===== config.mk =====
export PLATFORM = sky130hd
export DESIGN_NAME = sgm_div
export DESIGN_NICKNAME = d
export VERILOG_FILES = /design/src/sv/sgm_pkg.sv /design/src/sv/sgm_div.sv
export SDC_FILE = /design/constraint.sdc
export NUM_CORES = 1
export LEC_CHECK = 0
export ABC_AREA = 1
export BUFFER_PORTS_ARGS = -buffer_cell sky130_fd_sc_hd__buf_2
export CELL_PAD_IN_SITES_DETAIL_PLACEMENT = 1
export CELL_PAD_IN_SITES_GLOBAL_PLACEMENT = 1
export CORE_ASPECT_RATIO = 0.8
export CORE_UTILIZATION = 43
export DETAILED_ROUTE_END_ITERATION = 12
export PLACE_DENSITY = 0.92
export SYNTH_ARGS = -nofsm -noshare
export SYNTH_HDL_FRONTEND = slang
export SYNTH_SLANG_ARGS = --single-unit

===== constraint.sdc =====
create_clock -name i_clk -period 4.05 [get_ports i_clk]
set_input_delay 0.2025 -clock i_clk [delete_from_list [all_inputs] [get_ports i_clk]]
set_output_delay 0.2025 -clock i_clk [all_outputs]
set_load 0.01 [all_outputs]

===== src/sv/sgm_pkg.sv =====
// Package for the slice group map block: field words, request, status and map codes.
package sgm_pkg;

    localparam int MAP_UNITS     = 8192;
    localparam int MAP_AW        = 13;
    localparam int MAX_GROUPS    = 8;
    localparam int GROUP_W       = 3;
    localparam int MAX_WIDTH_MBS = 128;
    localparam int DIVD_W        = 14;
    localparam int DIVS_W        = 8;
    localparam int CFG_DATA_W    = 13;
    localparam int CFG_INDEX_W   = 3;

    localparam logic [1:0] REQ_LOAD_PARAMS   = 2'd0;
    localparam logic [1:0] REQ_LOAD_EXPLICIT = 2'd1;
    localparam logic [1:0] REQ_BUILD         = 2'd2;
    localparam logic [1:0] REQ_QUERY         = 2'd3;

    localparam logic [1:0] STATUS_OK          = 2'd0;
    localparam logic [1:0] STATUS_BAD_PICTURE = 2'd1;
    localparam logic [1:0] STATUS_GROUPS      = 2'd2;

    localparam logic [2:0] MAP_INTERLEAVED = 3'd0;
    localparam logic [2:0] MAP_DISPERSED   = 3'd1;
    localparam logic [2:0] MAP_BOXES       = 3'd2;
    localparam logic [2:0] MAP_BOX_OUT     = 3'd3;
    localparam logic [2:0] MAP_RASTER      = 3'd4;
    localparam logic [2:0] MAP_WIPE        = 3'd5;
    localparam logic [2:0] MAP_EXPLICIT    = 3'd6;

    localparam logic [2:0] CFG_WIDTH      = 3'd0;
    localparam logic [2:0] CFG_HEIGHT     = 3'd1;
    localparam logic [2:0] CFG_GROUPS_M1  = 3'd2;
    localparam logic [2:0] CFG_MAP_KIND   = 3'd3;
    localparam logic [2:0] CFG_DIRECTION  = 3'd4;
    localparam logic [2:0] CFG_RATE_M1    = 3'd5;
    localparam logic [2:0] CFG_FRAME_ONLY = 3'd6;
    localparam logic [2:0] CFG_AFF        = 3'd7;

    typedef struct packed {
        logic [1:0]  req_type;
        logic [2:0]  group_index;
        logic [12:0] run_length_minus_one;
        logic [12:0] box_top_left;
        logic [12:0] box_bottom_right;
        logic [12:0] unit_index;
        logic [2:0]  explicit_group;
        logic        field_picture;
        logic [13:0] change_cycle;
        logic [13:0] mb_address;
    } t_in_word;

    typedef struct packed {
        logic [1:0]  done_kind;
        logic [14:0] next_address;
        logic [2:0]  group_of_address;
        logic [1:0]  status;
    } t_out_word;

endpackage


===== src/sv/sgm_div.sv =====
// Restoring divider, one quotient bit per cycle, shared by box corners and field queries.
module sgm_div import sgm_pkg::*; (
    input  logic              i_clk,
    input  logic              i_rst_n,
    input  logic              i_start,
    input  logic [DIVD_W-1:0] i_dividend,
    input  logic [DIVS_W-1:0] i_divisor,
    output logic              o_done,
    output logic [DIVD_W-1:0] o_quot,
    output logic [DIVS_W-1:0] o_rem
);

    localparam int CNT_W = $clog2(DIVD_W);

    logic              r_busy;
    logic              r_done;
    logic [CNT_W-1:0]  r_cnt;
    logic [DIVD_W-1:0] r_quot;
    logic [DIVS_W-1:0] r_rem;
    logic [DIVS_W-1:0] r_divisor;
    logic [DIVS_W:0]   trial;
    logic              fits;

    always_comb begin
        trial = {r_rem, r_quot[DIVD_W-1]};
        fits  = (trial >= {1'b0, r_divisor});
    end

    always_ff @(posedge i_clk) begin
        if (!i_rst_n) begin
            r_busy <= 1'b0;
            r_done <= 1'b0;
            r_cnt  <= '0;
        end else begin
            r_done <= 1'b0;
            if (i_start) begin
                r_busy    <= 1'b1;
                r_cnt     <= '0;
                r_quot    <= i_dividend;
                r_rem     <= '0;
                r_divisor <= i_divisor;
            end else if (r_busy) begin
                r_quot <= {r_quot[DIVD_W-2:0], fits};
                r_rem  <= fits ? DIVS_W'(trial - {1'b0, r_divisor}) : trial[DIVS_W-1:0];
                if (r_cnt == CNT_W'(DIVD_W - 1)) begin
                    r_busy <= 1'b0;
                    r_done <= 1'b1;
                end else begin
                    r_cnt <= r_cnt + 1'b1;
                end
            end
        end
    end

    assign o_done = r_done;
    assign o_quot = r_quot;
    assign o_rem  = r_rem;

endmodule


==> key figures <==
STA
  – Final Cycle Share: 52.5%
  – F_max: 0.470 GHz
  – Min Tclk post-route: 2.13 ns
  – Total Negative Setup Slacks: 0 ns
  – Slew Viols, Final: 0
  – Setup ws final: 1.92 ns
  – Final hold slack: 0.0732 ns
  – Slew HR: 15.3%
  – Setup Viol. Count Final: 0
  – Worst-Margin Slew: 1.27 ns
  – RSZ-0062 raised after global routing: no
  – Final Skew: 0.00606 ns
  – Final hold vios: 0

GRT
  – Vias in the first global route: 1853
  – Grt met3 use: 7.10%
  – First-pass GRT wire length: 9050 um
  – Busiest grt layer: met2
  – Antenna violations before repair: 0
  – Tot GR Track Use: 24.9%
  – Congestion Overflow GR: 0
  – Routing usage on met2: 41.8%
  – Met1 usage: 30.4%
  – Largest net degree at the start of global routing: 25

Clock network
  – Post-CTS Hold Fix Bufs: 0
  – Root Buffer: clkbuf_8
  – Clock Sinks: 36
  – Post-CTS Setup Inserts: 0
  – Reg clk slew, reported paths: 0.08 ns
  – TritonCTS clock tree: built
  – Inserted Clock Buffers: 5
  – CTS H-Tree Depth: 2
  – Clk buf depth: 2
  – CTS resizes: 0
  – Worst-skew pair later-pin latency: 0.30 ns

Worst setup path
  – Slowest cell on the critical path: a21oi_2
  – CP top delay family: compound AO/OA/AOI/OAI gates
  – CP max stage delay: 1.11 ns
  – Required @ worst endpoint: 3.96 ns
  – Worst Setup Start Kind: input port
  – WP data arrival: 2.04 ns
  – CP Class: in -> reg
  – Cell Chain, Critical Path: buf_2 -> inv_1 -> a21oi_2
  – CP bufs+invs: 2
  – R2R Setup Slk: 2.06 ns
  – Crit path capture type: flop
  – Critical Path Fanout Max: 24

Floorplanning
  – Core Rows: 21
  – Top Ports: 48
  – Die height: 63.4 um
  – Core Area: 0.00436 sq mm
  – Initial Util: 46.5%
  – Die width: 78.8 um
  – DIE AREA: 0.00500 sq mm

Routing
  – DRC: 0
  – Routed WL per cell: 16.7 um
  – Routed via count: 1737
  – Via/cell ratio: 5.15
  – DR iter-0 viols: 81
  – Routed wire length: 5630 um
  – Routed Antenna Nets: 0
  – TritonRoute pass-1 iters: 4

Power
  – Power per standard cell area: 424 mW/mm^2
  – Worst VDD drop: 0.228 mV
  – Internal Power: 0.000718 W
  – Leak pwr: 1.20 nW
  – Comb power frac: 23.5%
  – Psw: 0.000315 W
  – Net Sw Frac: 30.5%
  – Clock power frac: 32.7%
  – Design Power: 0.00103 W
  – Seq pwr share: 43.8%

Layout
  – Nets: 315
  – Layout cell share with drive strength beyond 1: 26.1%
  – Synthesis-to-finish area growth: 20.0%
  – Filler instances: 538
  – Storage element area: 0.00102 sq mm
  – ANT cells: 0
  – Multi-input logic area: 867 sq um
  – Final core occ: 55.8%

Placement
  – PortBufs: 47
  – Final RePlAce weighted congestion: 0.766
  – DP Wirelength: 4120 um
  – Dpl ws: 1.61 ns

Synthesis
  – Synth Instances: 229
  – Synth unique cells: 32
  – Synthesis Warnings: 0
  – Syn Nets: 265
  – Post-synth top area cell: edfxtp_1
  – Yosys reg bits: 36
  – Avg Cell Area, Syn: 8.86 sq um
  – Synthesized area: 0.00203 sq mm
  – Largest cells by area after synthesis: edfxtp_1, nand2_1, ha_1, dfxtp_1, inv_1
  – Synth top area share: 44.4%
  – Sequential element share of the synthesized area: 50.3%

Run status
  – Outcome: finished, final reports clean

Run
  – Max-cap viol count: 0

Worst hold path
  – Hold WC Path Type: in -> reg
## cell usage after synthesis (all sizes together)
| cell | number |
|---|---|
| ha | 10 |
| buf | 3 |
| nand4 | 1 |
| xnor2 | 1 |
| a31oi | 1 |
| nor3b | 2 |
| or2 | 1 |
| inv | 32 |
| o21ai | 1 |
| nor2 | 25 |
| a21oi | 7 |
| dfxtp | 6 |
| a211oi | 1 |
| nand3b | 3 |
| nor4 | 1 |
| fa | 1 |
| xor2 | 2 |
| nand2 | 85 |
| clkbuf | 1 |
| clkinv | 1 |
| nor3 | 3 |
| nand3 | 11 |
| edfxtp | 30 |
## path summary, 6_finish.rpt
kind | startpoint | end | depth (start not counted)
hold reg to reg | r_busy | o_done | 2
hold / removal | i_divisor[6] | r_divisor[6] | 1
setup / recovery | i_start | o_quot[10] | 3
setup reg to reg | o_rem[5] | o_rem[6] | 9
## worst reg2reg max path: cells and delay by family, from the launching register on
kind	cells	cell delay, ns
AND/OR/NAND/NOR	7	0.64
AO/OA/AOI/OAI	1	0.26
adder cells (fa/ha/maj)	1	0.41
flip-flops	1	0.45
## through the flow
step	cells	area, sq um
final	337	2430
after detailed placement	329	2320
after global placement	329	2320
after floorplan	229	2030
after CTS	337	2430
after global routing	337	2430
## registers in the layout, summed over array words and instances (netlist names)
name and cells:
r_busy 1, o_rem 8, r_cnt 4, r_divisor 8, o_quot 14, o_done 1
## cell type report
class,count,area share [%]
clock buffers,6,3.39
clock inverters,2,1.39
inverters,33,5.09
multi-input cells,156,35.6
flip-flops and latches,36,41.9
well taps,57,2.93
repair buffers,47,9.66
## power by group through the flow
stage          clock network, W  logic (W)  registers, W
6_report               0.000338   0.000243      0.000453
2_1_floorplan                 0   0.000156      0.000464
5_1_grt                0.000356   0.000266      0.000455
3_5_place_dp                  0   0.000237      0.000460
3_3_place_gp                  0   0.000222      0.000459
4_1_cts                0.000334   0.000243      0.000453
## cell usage in the layout (no fill, tap or decap), drive strengths merged
cell type / synthesis / layout
a211oi: 1 / 1
a21oi: 7 / 7
a31oi: 1 / 1
buf: 3 / 47
bufinv: 0 / 1
clkbuf: 1 / 6
clkinv: 1 / 2
dfxtp: 6 / 6
edfxtp: 30 / 30
fa: 1 / 1
ha: 10 / 10
inv: 32 / 32
nand2: 85 / 85
nand3: 11 / 11
nand3b: 3 / 3
nand4: 1 / 1
nor2: 25 / 25
nor3: 3 / 3
nor3b: 2 / 2
nor4: 1 / 1
o21ai: 1 / 1
or2: 1 / 1
xnor2: 1 / 1
xor2: 2 / 2
## kinds of logic (layout without fill, tap and decap cells)
group                    after synthesis  count (layout)  synth area share (%)
AO/OA/AOI/OAI                         10              10                  3.76
XOR/XNOR                               3               3                  1.29
adder cells (fa/ha/maj)               11              11                  7.15
buffers and inverters                 37              88                  7.15
flip-flops                            36              36                  50.3
AND/OR/NAND/NOR                      132             132                  30.3
## per-layer routing
layer | wire length (um) | part of all wire (%) | vias to the layer above
li1 | - | - | 828
met1 | 2400 | 43 | 831
met2 | 2780 | 49 | 65
met3 | 322 | 5.7 | 13
met4 | 121 | 2.2 | 0
met5 | 0 | 0 | -
Power figures use the tool's default switching activity.
